**config.mk**
```make
export PLATFORM = sky130hd
export DESIGN_NAME = awd_fifo
export DESIGN_NICKNAME = d
export VERILOG_FILES = /design/src/design/awd_pkg.sv /design/src/design/awd_fifo.sv
export SDC_FILE = /design/constraint.sdc
export NUM_CORES = 1
export LEC_CHECK = 0
export BUFFER_PORTS_ARGS = -buffer_cell sky130_fd_sc_hd__clkbuf_2
export CORE_MARGIN = 10
export CORE_UTILIZATION = 40
export DETAILED_ROUTE_END_ITERATION = 8
export PLACE_DENSITY = 0.68
export SYNTH_ARGS = -nofsm -noshare
export SYNTH_HDL_FRONTEND = slang
export SYNTH_SLANG_ARGS = --single-unit
```
**constraint.sdc**
```tcl
create_clock -name clk -period 2.9 [get_ports clk]
set_input_delay 0.29 -clock clk [delete_from_list [all_inputs] [get_ports clk]]
set_output_delay 0.29 -clock clk [all_outputs]
set_load 0.01 [all_outputs]
```
**src/design/awd_pkg.sv**
```systemverilog
`timescale 1ns / 1ps
package awd_pkg;
  localparam int unsigned CoordW    = 32;
  localparam int unsigned RadW      = 31;
  localparam int unsigned DistW     = 33;
  localparam int unsigned SqW       = 62;
  localparam int unsigned SumW      = 64;
  localparam int unsigned RootW     = 32;
  localparam int unsigned SqrtSteps = 32;
  localparam int unsigned PhaseW    = 17;
  localparam int unsigned DivSteps  = 17;
  localparam int unsigned WeightW   = 17;
  localparam int unsigned QDepth    = 4;
  localparam int unsigned QPtrW     = 2;
  localparam int unsigned PolyW     = 33;
  localparam int unsigned Q30W      = 30;
  localparam int unsigned DataW     = 32;
  localparam int unsigned AddrW     = 5;
  localparam int unsigned RegIdxW   = 3;

  localparam logic [PolyW-1:0] SinC1 = 33'd3373259426;
  localparam logic [PolyW-1:0] SinC3 = 33'd5548789346;
  localparam logic [PolyW-1:0] SinC5 = 33'd2738217788;
  localparam logic [PolyW-1:0] SinC7 = 33'd643455389;
  localparam logic [PolyW-1:0] SinC9 = 33'd88203473;
  // Horner coefficients after the leading one, in evaluation order.
  localparam logic [PolyW-1:0] SinHorner [4] = '{SinC7, SinC5, SinC3, SinC1};

  localparam logic [WeightW-1:0] WeightOne  = 17'd65536;
  localparam logic [WeightW-1:0] WeightZero = 17'd0;
  localparam logic [PhaseW-1:0]  PhaseHalf  = 17'd32768;

  typedef enum logic [1:0] {
    REGION_EXPLICIT = 2'd0,
    REGION_HYBRID   = 2'd1,
    REGION_COARSE   = 2'd2
  } awd_region_t;

  typedef enum logic [RegIdxW-1:0] {
    REG_CENTER_X        = 3'd0,
    REG_CENTER_Y        = 3'd1,
    REG_CENTER_Z        = 3'd2,
    REG_RADIUS_EXPLICIT = 3'd3,
    REG_RADIUS_COARSE   = 3'd4
  } awd_reg_t;

  typedef struct packed {
    logic [CoordW-1:0] center_x;
    logic [CoordW-1:0] center_y;
    logic [CoordW-1:0] center_z;
    logic [RadW-1:0]   radius_explicit;
    logic [RadW-1:0]   radius_coarse;
  } awd_cfg_t;

  typedef struct packed {
    awd_region_t     region;
    logic [RadW-1:0] num;
    logic [RadW-1:0] den;
  } awd_job_t;
endpackage

```
**src/design/awd_fifo.sv**
```systemverilog
`timescale 1ns / 1ps
module awd_fifo (
  input  logic              clk,
  input  logic              rst,
  input  logic              push,
  input  awd_pkg::awd_job_t push_data,
  output logic              full,
  input  logic              pop,
  output logic              not_empty,
  output awd_pkg::awd_job_t head
);
  import awd_pkg::*;

  awd_job_t         mem [QDepth];
  logic [QPtrW-1:0] wptr;
  logic [QPtrW-1:0] rptr;
  logic [QPtrW:0]   count;
  logic             do_push;
  logic             do_pop;

  assign full      = (count == (QPtrW+1)'(QDepth));
  assign not_empty = (count != '0);
  assign head      = mem[rptr];
  assign do_push   = push && !full;
  assign do_pop    = pop && not_empty;

  always_ff @(posedge clk) begin
    if (rst) begin
      wptr  <= '0;
      rptr  <= '0;
      count <= '0;
    end else begin
      if (do_push) wptr <= wptr + 1'b1;
      if (do_pop) rptr <= rptr + 1'b1;
      if (do_push && !do_pop) count <= count + 1'b1;
      else if (do_pop && !do_push) count <= count - 1'b1;
    end
  end

  always_ff @(posedge clk) begin
    if (do_push) mem[wptr] <= push_data;
  end
endmodule

```
==> flow_metrics.py <==
metrics = {
    "run_status": {
        "status": "finished, final reports clean",
    },
    "critical_path": {
        "timing.setup.critical_path_class": "flip-flop to primary output",
        "r2r_start": "count[0]",
        "cp-end-kind": "primary output",
        "r2r_slack_ns": 0.49,
        "timing.critical_path.required_ns": 2.61,
        "crit_path_start_kind": "flip-flop",
        "crit-reg2reg-capture": "count[2]",
        "cp.arrival_ns": 2.19,
        "critical_path.max_fanout": 25,
        "r2r_cells": 8,
    },
    "hold_path": {
        "min_from": "rst",
        "min_path_type": "primary input to flip-flop",
        "hold_path_depth": 2,
        "worst_hold_path.endpoint": "wptr[0]",
    },
    "place": {
        "io_buffers": 133,
        "dpl_worst_slack_ns": 0.518,
        "place.detailed.hpwl_mm": 11.5,
        "dpl_cell_area_um2": 10800,
        "placed_cells": 831,
        "place.gp.congestion": 0.692,
    },
    "power": {
        "power.internal_uw": 7770,
        "worst_ir_drop_vdd_v": 0.000521,
        "power.static_leakage_uw": 0.00423,
        "switching_power_uw": 2690,
        "p_per_area_nw_per_um2": 846,
        "switching_part_of_the_total": 0.257,
        "power.clock.fraction": 0.321,
        "power_frac_comb": 0.220,
        "power.sequential.fraction": 0.459,
    },
    "layout": {
        "post_route_cells_drive_above_1_share": 0.399,
        "filler_cell_count": 1914,
        "antennaDiodeCount": 0,
        "stdcell_area_um2": 12400,
        "ff_latch_area_um2": 7880,
        "most-common-layout-cells": "edfxtp_1 (256), clkbuf_2 (133), dlygate4sd3_1 (64), mux4_2 (60), clkbuf_16 (29)",
        "area.growth.synth_to_final_pct": 26.4,
        "num-nets-final": 675,
        "finalNonFillerCells": 946,
        "multi_input_comb_area_um2": 1740,
        "layout.cells.most_common": "edfxtp_1",
    },
    "floorplan": {
        "die_area_um2": 31100,
        "fp.dieW_um": 176,
        "die-height_um": 176,
        "core_area_um2": 24200,
        "fp-row-count": 57,
        "ioPinCount": 134,
        "start_util": 0.404,
    },
    "timing": {
        "maxClockFrequency_ghz": 0.403,
        "setup_viol_count_final": 0,
        "fin_hold_ws_ns": 0.0672,
        "worst_clock_skew_ns": 0.00776,
        "setup_total_negative_slack_ns": 0,
        "finalHoldViolations": 0,
        "min_period_ns": 2.48,
        "postLayoutSetupSlackWorst_ns": 0.419,
        "rsz0062_at_grt": "false",
        "relSlewSlack": 0.674,
        "slew_viol_final": 0,
        "measured_slew_at_the_worst_slew_check_pin_ns": 0.487,
        "post-route-period-util": 0.855,
    },
    "global_route": {
        "global_route_wire_length_before_repair_mm": 30.0,
        "grt_pass1_vias": 5344,
        "grt_max_degree": 52,
        "globalRouteOverflowTotal": 0,
        "grt_antenna_before_repair": 1,
        "grtUsageTotal": 0.123,
    },
    "drt": {
        "vias": 4632,
        "drt-initial-drc-count": 344,
        "antenna_violating_nets_post_route": 0,
        "vias_per_cell": 4.90,
        "detail_route.drc_violations": 0,
        "detailedRoute.firstPassIterationCount": 4,
        "drt-total-wl_mm": 18.8,
        "route.detailed.wl_per_inst_um": 19.9,
    },
    "synth": {
        "average_footprint_of_a_synthesized_cell_um2": 25.6,
        "ys_seq_elements": 265,
        "yosys.cell_types.count": 23,
        "synthFlopType": "edfxtp_1",
        "netlist_area_um2": 9780,
        "synth_nets": 456,
        "synth-warning-count": 0,
        "synth_seq_area_share": 0.805,
        "syn-instance-count": 382,
        "post_synth_edffs": 256,
        "share_of_synthesized_flip_flops_with_an_asynchronous_set_or_reset": 0,
    },
    "flow_run": {
        "cap_violations": 0,
    },
    "cts": {
        "tritoncts.num_buffers": 28,
        "h_tree_depth": 1,
        "latest_clock_arrival_within_the_worst_skew_pair_ns": 0.52,
        "clock_tree_from_tritoncts": "built",
        "cts_buffer_depth": 3,
        "post_cts.resized_instances": 0,
        "post-cts-setup-buffer-count": 0,
        "cts.reportedPaths.clkPinSlew_ns": 0.06,
        "clock-sinks": 265,
        "cts.root.buffer_cell": "clkbuf_16",
    },
}
[state kept, by name, summed over array words and instances, names as in the netlist, named ones only]
name,cells
mem,256
count,3
rptr,2
wptr,2
[timing repair]
action | 4_1_cts | 5_1_grt
setup endpoints to repair | 0 | 0
hold buffers | 64 | 0
hold endpoints to repair | 255 | 0
[Yosys cell counts, types with 2 or more instances]
cell type  instances  share of area
buf_12             6          0.012
ha_1               5         0.0064
dfxtp_1            9          0.018
mux4_2            60           0.14
mux2i_1            2         0.0020
edfxtp_1         256           0.79
o21ai_0            2         0.0010
buf_2              6         0.0031
and2_1             4         0.0026
nand2b_1           2         0.0013
or3_1              3         0.0019
a21oi_1            2         0.0010
inv_1              4         0.0015
nor2_1             6         0.0023
xor2_1             4         0.0036
mux4_1             4          0.011
[cell type report]
type,count,share of cell area
Inverter,4,0.00122
Clock inverter,19,0.0114
Tap cell,324,0.0328
Sequential cell,265,0.637
Clock buffer,32,0.0596
Multi-Input combinational cell,98,0.141
Timing Repair Buffer,204,0.117
[worst max-delay path by stage]
stage	startpoint	to	slack, ns	cells past startpoint
global placement	count[0]	count[2]	0.68	8
detailed placement	count[0]	count[2]	0.52	8
finish	flip-flop	head[49]	0.42	3
floorplan	count[0]	mem[2][0]	0.11	3
CTS	flip-flop	head[49]	0.33	3
global route	flip-flop	head[49]	0.25	3
[through the flow]
stage | utilization | total power [uW]
2_1_floorplan | - | 6420
3_3_place_gp | 0.448 | 7140
3_5_place_dp | 0.448 | 7210
4_1_cts | 0.511 | 10700
5_1_grt | 0.511 | 11000
6_report | 0.511 | 10500
[logic make-up after synthesis]
logic type	count (synthesis)	share of synthesized area
DFF	265	0.805
adders and majority gates	6	0.00844
buffers and inverters	19	0.0189
AOI/OAI and AO/OA	6	0.00422
xor gates and xnor gates	4	0.00358
and+or+nand+nor	16	0.00934
muxes	66	0.151
[metal layers]
metal | global-route usage | up-vias | part of all wire
met2 | 0.209 | 139 | 0.51
met3 | 0.0340 | 34 | 0.067
met1 | 0.151 | 2375 | 0.40
met5 | 0 | - | 0.00037
met4 | 0.0326 | 2 | 0.021
li1 | - | 2082 | -
[power groups by stage]
stage	clock network (uW)	registers (uW)	logic (uW)
after global routing	3620	4850	2510
after global placement	0	4860	2280
after detailed placement	0	4890	2320
final	3360	4800	2300
after floorplan	0	4770	1640
after CTS	3450	4810	2400
[critical path, cell delays in order (launching register included)]
cell,delay [ns]
dfxtp_4,0.60
buf_12,0.27
mux4_1,0.59
clkbuf_2,0.17
(Power assumes the default switching activity.)
